$ cat config.mk
export PLATFORM = sky130hd
export DESIGN_NAME = bba_scan
export DESIGN_NICKNAME = d
export VERILOG_FILES = /design/src/hdl/bba_pkg.sv /design/src/hdl/bba_scan.sv
export SDC_FILE = /design/constraint.sdc
export NUM_CORES = 1
export LEC_CHECK = 0
export BUFFER_PORTS_ARGS = -buffer_cell sky130_fd_sc_hd__buf_2
export CAP_MARGIN = 20
export CORE_UTILIZATION = 37
export DETAILED_ROUTE_END_ITERATION = 12
export RECOVER_POWER = 25
export SETUP_SLACK_MARGIN = 0.05
export SLEW_MARGIN = 20
export SYNTH_ARGS = -nofsm -noshare
export SYNTH_HDL_FRONTEND = slang
export SYNTH_SLANG_ARGS = --single-unit
$ cat constraint.sdc
create_clock -name i_clk -period 25 [get_ports i_clk]
set_input_delay 5 -clock i_clk [delete_from_list [all_inputs] [get_ports i_clk]]
set_output_delay 5 -clock i_clk [all_outputs]
set_load 0.01 [all_outputs]
$ cat src/hdl/bba_pkg.sv
`default_nettype none

package bba_pkg;

    localparam int MAX_BLOCKS_DEF = 4096;
    localparam int WORD_W         = 64;
    localparam int WORD_LOG       = 6;
    localparam int IDX_W          = 12;
    localparam int CFG_W          = 13;
    localparam int POP_W          = WORD_LOG + 1;

    localparam logic [CFG_W-1:0] BLOCK_COUNT_RST = 13'd4096;

    localparam logic [1:0] OP_QUERY   = 2'd0;
    localparam logic [1:0] OP_OCCUPY  = 2'd1;
    localparam logic [1:0] OP_RELEASE = 2'd2;

    typedef enum logic [2:0] {
        S_CLEAR,
        S_IDLE,
        S_MOD,
        S_SCAN,
        S_TAIL,
        S_OUT
    } t_state;

    typedef struct packed {
        logic clear;
        logic load;
    } t_scan_ctl;

endpackage

`default_nettype wire

$ cat src/hdl/bba_scan.sv
`default_nettype none

module bba_scan #(
    parameter int CW = bba_pkg::CFG_W
) (
    input  wire logic                       i_clk,
    input  wire logic                       i_rst_n,
    input  wire bba_pkg::t_scan_ctl         i_ctl,
    input  wire logic [CW-1:0]              i_len,
    input  wire logic [CW-6:0]              i_word_idx,
    input  wire logic [bba_pkg::WORD_W-1:0] i_word,
    output logic [CW-1:0]                   o_count,
    output logic                            o_found,
    output logic [CW-1:0]                   o_first
);

    localparam int NW_W = CW - 5;

    logic [bba_pkg::WORD_W-1:0]    free_bits;
    logic [bba_pkg::WORD_LOG-1:0]  lim;
    logic                          partial;
    logic [bba_pkg::POP_W-1:0]     pop;
    logic [bba_pkg::WORD_LOG-1:0]  pos;
    logic [NW_W+bba_pkg::WORD_LOG-1:0] abs_pos;

    logic [CW-1:0] r_count;
    logic          r_found;
    logic [CW-1:0] r_first;

    // only the last word may hold blocks beyond the usable length
    assign lim     = i_len[bba_pkg::WORD_LOG-1:0];
    assign partial = (i_word_idx == NW_W'(i_len[CW-1:bba_pkg::WORD_LOG]))
                     && (lim != '0);

    always_comb begin
        for (int b = 0; b < bba_pkg::WORD_W; b++) begin
            free_bits[b] = !i_word[b]
                           && (!partial || (bba_pkg::WORD_LOG'(b) < lim));
        end
    end

    always_comb begin
        pop = '0;
        for (int b = 0; b < bba_pkg::WORD_W; b++) begin
            pop = pop + bba_pkg::POP_W'(free_bits[b]);
        end
    end

    always_comb begin
        pos = '0;
        for (int b = bba_pkg::WORD_W - 1; b >= 0; b--) begin
            if (free_bits[b]) begin
                pos = bba_pkg::WORD_LOG'(b);
            end
        end
    end

    assign abs_pos = {i_word_idx, pos};

    always_ff @(posedge i_clk) begin
        if (!i_rst_n || i_ctl.clear) begin
            r_count <= '0;
            r_found <= 1'b0;
            r_first <= '0;
        end else if (i_ctl.load) begin
            r_count <= r_count + CW'(pop);
            if (!r_found && (free_bits != '0)) begin
                r_found <= 1'b1;
                r_first <= abs_pos[CW-1:0];
            end
        end
    end

    assign o_count = r_count;
    assign o_found = r_found;
    assign o_first = r_first;

endmodule

`default_nettype wire

== Word level (Yosys, flattened, before mapping) ==
Index checks and enable logic that the tools add are counted.

* Bits in registers: 27

* Add/subtract/negate cells: 64
* Order comparisons: 64
* Eq/ne operators: 1
* Muxes and demuxes: 64
* Reductions and logical operators: 201

{| class="wikitable"
|+ Operators with widths
! operator !! number
|-
| 7-bit by 1-bit adder with 7-bit output || 57
|-
| 6-bit two-way mux || 64
|-
| 6-bit less-than comparator, first input constant || 32
|-
| 5-bit by 6-bit less-than comparator with 1-bit output, first input constant || 16
|-
| 1-bit zero test || 67
|-
| 1-bit logical AND || 66
|-
| 1-bit logical OR || 65
|-
| 64-bit nonzero test || 1
|-
| 4-bit by 6-bit less-than comparator with 1-bit output, first input constant || 8
|-
| 3-bit by 6-bit less-than comparator with 1-bit output, first input constant || 4
|-
| 13-bit by 7-bit adder with 13-bit output || 1
|-
| 1-bit by 6-bit less-than comparator with 1-bit output, first input constant || 2
|-
| 2-bit by 6-bit less-than comparator with 1-bit output, first input constant || 2
|-
| 8-bit by 7-bit equality test with 1-bit output || 1
|-
| 6-bit by 1-bit adder with 7-bit output || 1
|-
| 5-bit by 1-bit adder with 6-bit output || 1
|-
| 6-bit nonzero test || 1
|-
| 4-bit by 1-bit adder with 5-bit output || 1
|-
| 3-bit by 1-bit adder with 4-bit output || 1
|-
| 2-bit by 1-bit adder with 3-bit output || 1
|-
| 1-bit by 1-bit adder with 2-bit output || 1
|-
| 2-bit AND reduction || 1
|}

== Depth between registers and ports, before layout ==
* Depth after elaboration: 69
* Depth in mapped cells: 32
* Gate-level depth less buffers: 30

== Worst setup path before layout ==
No wires, ideal clock.

* Path type: input to register
* Start: in i_len[1]
* End: reg r_count[12] (netlist: o_count[12])
* Arrival: 12.587 ns
* Required time: 24.872 ns
* Path slack: 12.285 ns
* Stages: 30
* Path buffers: 2
* Cell sequence: nor4_2 -> a211oi_2 -> buf_4 -> clkbuf_1 -> and3_1 -> a211oi_1 -> fa_1 -> inv_1 -> fa_1 -> fa_1 -> inv_1 -> fa_1 -> inv_1 -> fa_1 -> fa_1 -> fa_1 -> fa_1 -> inv_1 -> fa_1 -> fa_1 -> a21o_1 -> a21oi_1 -> o21bai_1 -> a21oi_1 -> o21bai_1 -> a21o_1 -> a21oi_1 -> nor3_1 -> xnor2_1 -> nor2_1

* Word-level cells in the longest chain between the ends: 69

{| class="wikitable"
|+ Ends and longest elaborated chain
! item !! RTL line !! RTL
|-
| from (decl) || bba_scan.sv:9 || <nowiki>input wire logic [CW-1:0] i_len,</nowiki>
|-
| branches (longest 67 deep; another with 6-bit by 1-bit adder with 7-bit output) || - ||
|-
| 7-bit by 1-bit adder with 7-bit output (*) || bba_scan.sv:45 || <nowiki>pop = pop + bba_pkg::POP_W'(free_bits[b]);</nowiki>
|-
| 13-bit by 7-bit adder with 13-bit output (*) || bba_scan.sv:66 || <nowiki>r_count <= r_count + CW'(pop);</nowiki>
|-
| to (signal assigned) || bba_scan.sv:66 ||
|-
| to (decl) || bba_scan.sv:26 || <nowiki>logic [CW-1:0] r_count;</nowiki>
|}

Every way passes the cells marked *.
A chain may end at the register's enable or synchronous reset.

== Worst setup path in the final report ==
* Start: in i_word_idx[0]
* End: reg r_count[12] (netlist: o_count[12])

* Word-level cells in the longest chain between the ends: 69

{| class="wikitable"
|+ Ends and longest elaborated chain
! item !! RTL line !! RTL
|-
| from (decl) || bba_scan.sv:10 || <nowiki>input wire logic [CW-6:0] i_word_idx,</nowiki>
|-
| 8-bit by 7-bit equality test with 1-bit output (*) || bba_scan.sv:32 || <nowiki>assign partial = (i_word_idx == NW_W'(i_len[CW-1:bba_pkg::WORD_LOG]))</nowiki>
|-
| 1-bit logical AND (*) || bba_scan.sv:33 || <nowiki>&& (lim != '0);</nowiki>
|-
| 1-bit zero test (*) || bba_scan.sv:38 || <nowiki>&& (!partial || (bba_pkg::WORD_LOG'(b) < lim));</nowiki>
|-
| 1-bit logical OR || bba_scan.sv:38 ||
|-
| 1-bit logical AND || bba_scan.sv:38 ||
|-
| 1-bit by 1-bit adder with 2-bit output || bba_scan.sv:45 ||
|-
| 2-bit by 1-bit adder with 3-bit output || bba_scan.sv:45 ||
|-
| 3-bit by 1-bit adder with 4-bit output || bba_scan.sv:45 ||
|-
| 4-bit by 1-bit adder with 5-bit output || bba_scan.sv:45 ||
|-
| 5-bit by 1-bit adder with 6-bit output || bba_scan.sv:45 ||
|-
| 6-bit by 1-bit adder with 7-bit output || bba_scan.sv:45 ||
|-
| 7-bit by 1-bit adder with 7-bit output (56 in a row) || bba_scan.sv:45 ||
|-
| 7-bit by 1-bit adder with 7-bit output (*) || bba_scan.sv:45 ||
|-
| 13-bit by 7-bit adder with 13-bit output (*) || bba_scan.sv:66 ||
|}

Every way passes the cells marked *; elsewhere a longest branch is shown, timed or not.

==> run metrics <==
status finished, final reports clean; post-cts resize count 0; crit-path leading delay family adder cells; vias per cell approximately 5.9; final setup TNS 0 ns; Worst Path Max Fanout 19; synth warn 0; Ports around 120; synth unique cells between 70 and 80; Logic pwr share 0.909; Hold Crit Class reg -> reg; fmax between 70 and 80 MHz; RD Place Congestion around 1.0; initial drt markers around 570; Post-Syn Nets 846; Clk Tree Root Cell clkbuf_16; CP Launch Type input pin; Fin. Hold Viols 0; Final min period around 13 ns; Avg Inst Size Synth 7.81 um^2; post-CTS setup buffer count 0; RSZ-0062 raised after global routing no; Synth top area share 0.213; Die Y roughly 120 um; number of flops mapped to enable cells by yosys 0; WS Path Type in -> reg; most frequent cell after synthesis inv_1; Worst EP arrival approximately 14 ns; dominant cell type by area after synthesis fa_1; main area contributors after synthesis fa_1, dfxtp_1, ha_1, inv_1, nor2_1; Congestion Overflow GR 0; CTS Buf Count 3; Clock transition at path regs 0.07 ns; H-tree levels 1; Inserted Diodes 0; CP dominant cell by count fa_1; vias in the first global route approximately 5.3k; via count 5,585; DP Worst Slack about 11 ns; IO Port Bufs roughly 120; top cells by count, synth inv_1, nor2_1, fa_1; Clock Power Share 0.039; power density over the cells around 160 nW/um^2; slew at the pin closest to its max-slew limit around 0.95 ns; sequential area share after synthesis 0.103; # setup viols final 0; cts hold-fix bufs 0; CP endpoint kind register; mapped cell area about 5300 um^2; DR DRC count 0; Buf+Inv Stages, Crit Path 8; first-pass GRT wire length approximately 30 mm; CTS tree yes; PnR worst setup slack ~12 ns; HPWL Detailed 17.0 mm; net switching power around 0.00046 W; Sink Count 27; row cnt 43; post-route ant nets 0; clk_skew 0.00473 ns; DR WL/cell 21.3 um; Final Util 0.431; Yosys reg bits 27; DRT Wirelength between 20 and 25 mm; Tcrit/Tclk final 0.537; die width around 120 um; Max Cap Viol 0; Sw Share 0.489; CP max-delay cell nor2_2; Slew Limit Fails 0; Leak between 2 and 3 nW; DR pass1 iterations 5; Final #Nets 935; Worst EP required approximately 25 ns; ys flop type dfxtp_1; Syn-to-layout area delta 13.7%; Mapped Cells just under 700; share of layout cells above drive strength 1 0.172; internal power contribution about 0.00048 W; Core ar. 13,900 um^2; pin count of the biggest net entering global routing 32; Tot GR Track Use 0.277; ys async rst share 0; Initial Util 0.379; Max-slew headroom 0.365; initial antenna violation count 0; peak supply drop about 0.40 mV; die area between 10,000 and 15,000 um^2; clk_lat worst skew around 0.27 ns; sequential fraction of design power 0.052; CTS Buffer Depth 2; max incr delay on CP approximately 0.66 ns
-- tightest hold or removal path, delay by kind of cell, from the launching register on --
kind,cells,cell delay (ns)
compound gates,1,0.05
flops,1,0.31
simple gates,1,0.06
-- layout make-up --
| type | instances | area (um^2) |
|---|---|---|
| fill | 1500 | 7900 |
| clock buffer | 3 | 75.1 |
| inverter | 86 | 323 |
| sequential | 27 | 541 |
| tap | 180 | 225 |
| clock inverter | 1 | 7.51 |
| multi-input combinational | 527 | 4230 |
| timing repair buffer | 118 | 582 |
-- per-stage QoR --
step	power, W	hold WS (ns)	std cells	instance area, um^2
after global placement	0.000923	0.455	938	5920
after CTS	0.000968	0.468	942	6000
final	0.000948	0.473	942	5980
after detailed placement	0.000916	0.457	938	5920
after floorplan	0.000773	0.490	674	5270
after global routing	0.00109	0.494	942	5980
-- power groups by stage --
stage          sequential (W)  combinational [W]  clock (W)
2_1_floorplan       0.0000506           0.000723          0
3_3_place_gp        0.0000498           0.000874          0
3_5_place_dp        0.0000499           0.000866          0
4_1_cts             0.0000489           0.000879  0.0000392
5_1_grt             0.0000492           0.000996  0.0000413
6_report            0.0000489           0.000861  0.0000372
-- sequential cells by signal (all words and copies together), names as in the netlist --
name and flops:
o_first 13, o_count 13, o_found 1
-- kinds of logic after synthesis --
logic type | count (synthesis) | synth area share
and+or+nand+nor | 218 | 0.212
DFF | 27 | 0.103
buffers and inverters | 120 | 0.0936
muxes | 15 | 0.0285
xor gates and xnor gates | 20 | 0.0333
adders and majority gates | 83 | 0.277
AOI/OAI and AO/OA | 191 | 0.253
-- per-layer routing --
metal  track usage  share of wire
met1         0.400           0.44
met2         0.418           0.44
met3        0.0630          0.096
met4        0.0556          0.021
met5             0              0
-- placed cells by master, fill, tap and decap left out, types with 6 or more instances in the layout --
cell type    n
o211ai_1     9
ha_1        27
inv_1       86
xnor2_1     16
clkbuf_1    13
mux2i_1     15
nor3_1      15
a211oi_1     6
a21o_1      15
nand2_1     48
nand3_1     13
and3_1       8
or3_1        8
fa_1        56
nand4_1      8
a41oi_1     11
dfxtp_1     27
o21ai_0     28
nand2b_1    13
nor2_1      68
a31oi_1     34
buf_2      102
a21oi_1     30
-- final timing paths --
path | startpoint | end | slack, ns | cells past startpoint
max | i_word_idx[0] | o_count[12] | 11.57 | 32
min reg2reg | o_first[5] | o_first[5] | 0.47 | 2
min | o_first[5] | o_first[5] | 0.47 | 2
max reg2reg | o_count[0] | o_count[12] | 18.07 | 22
Note: power is estimated with default switching activity, not from simulation.
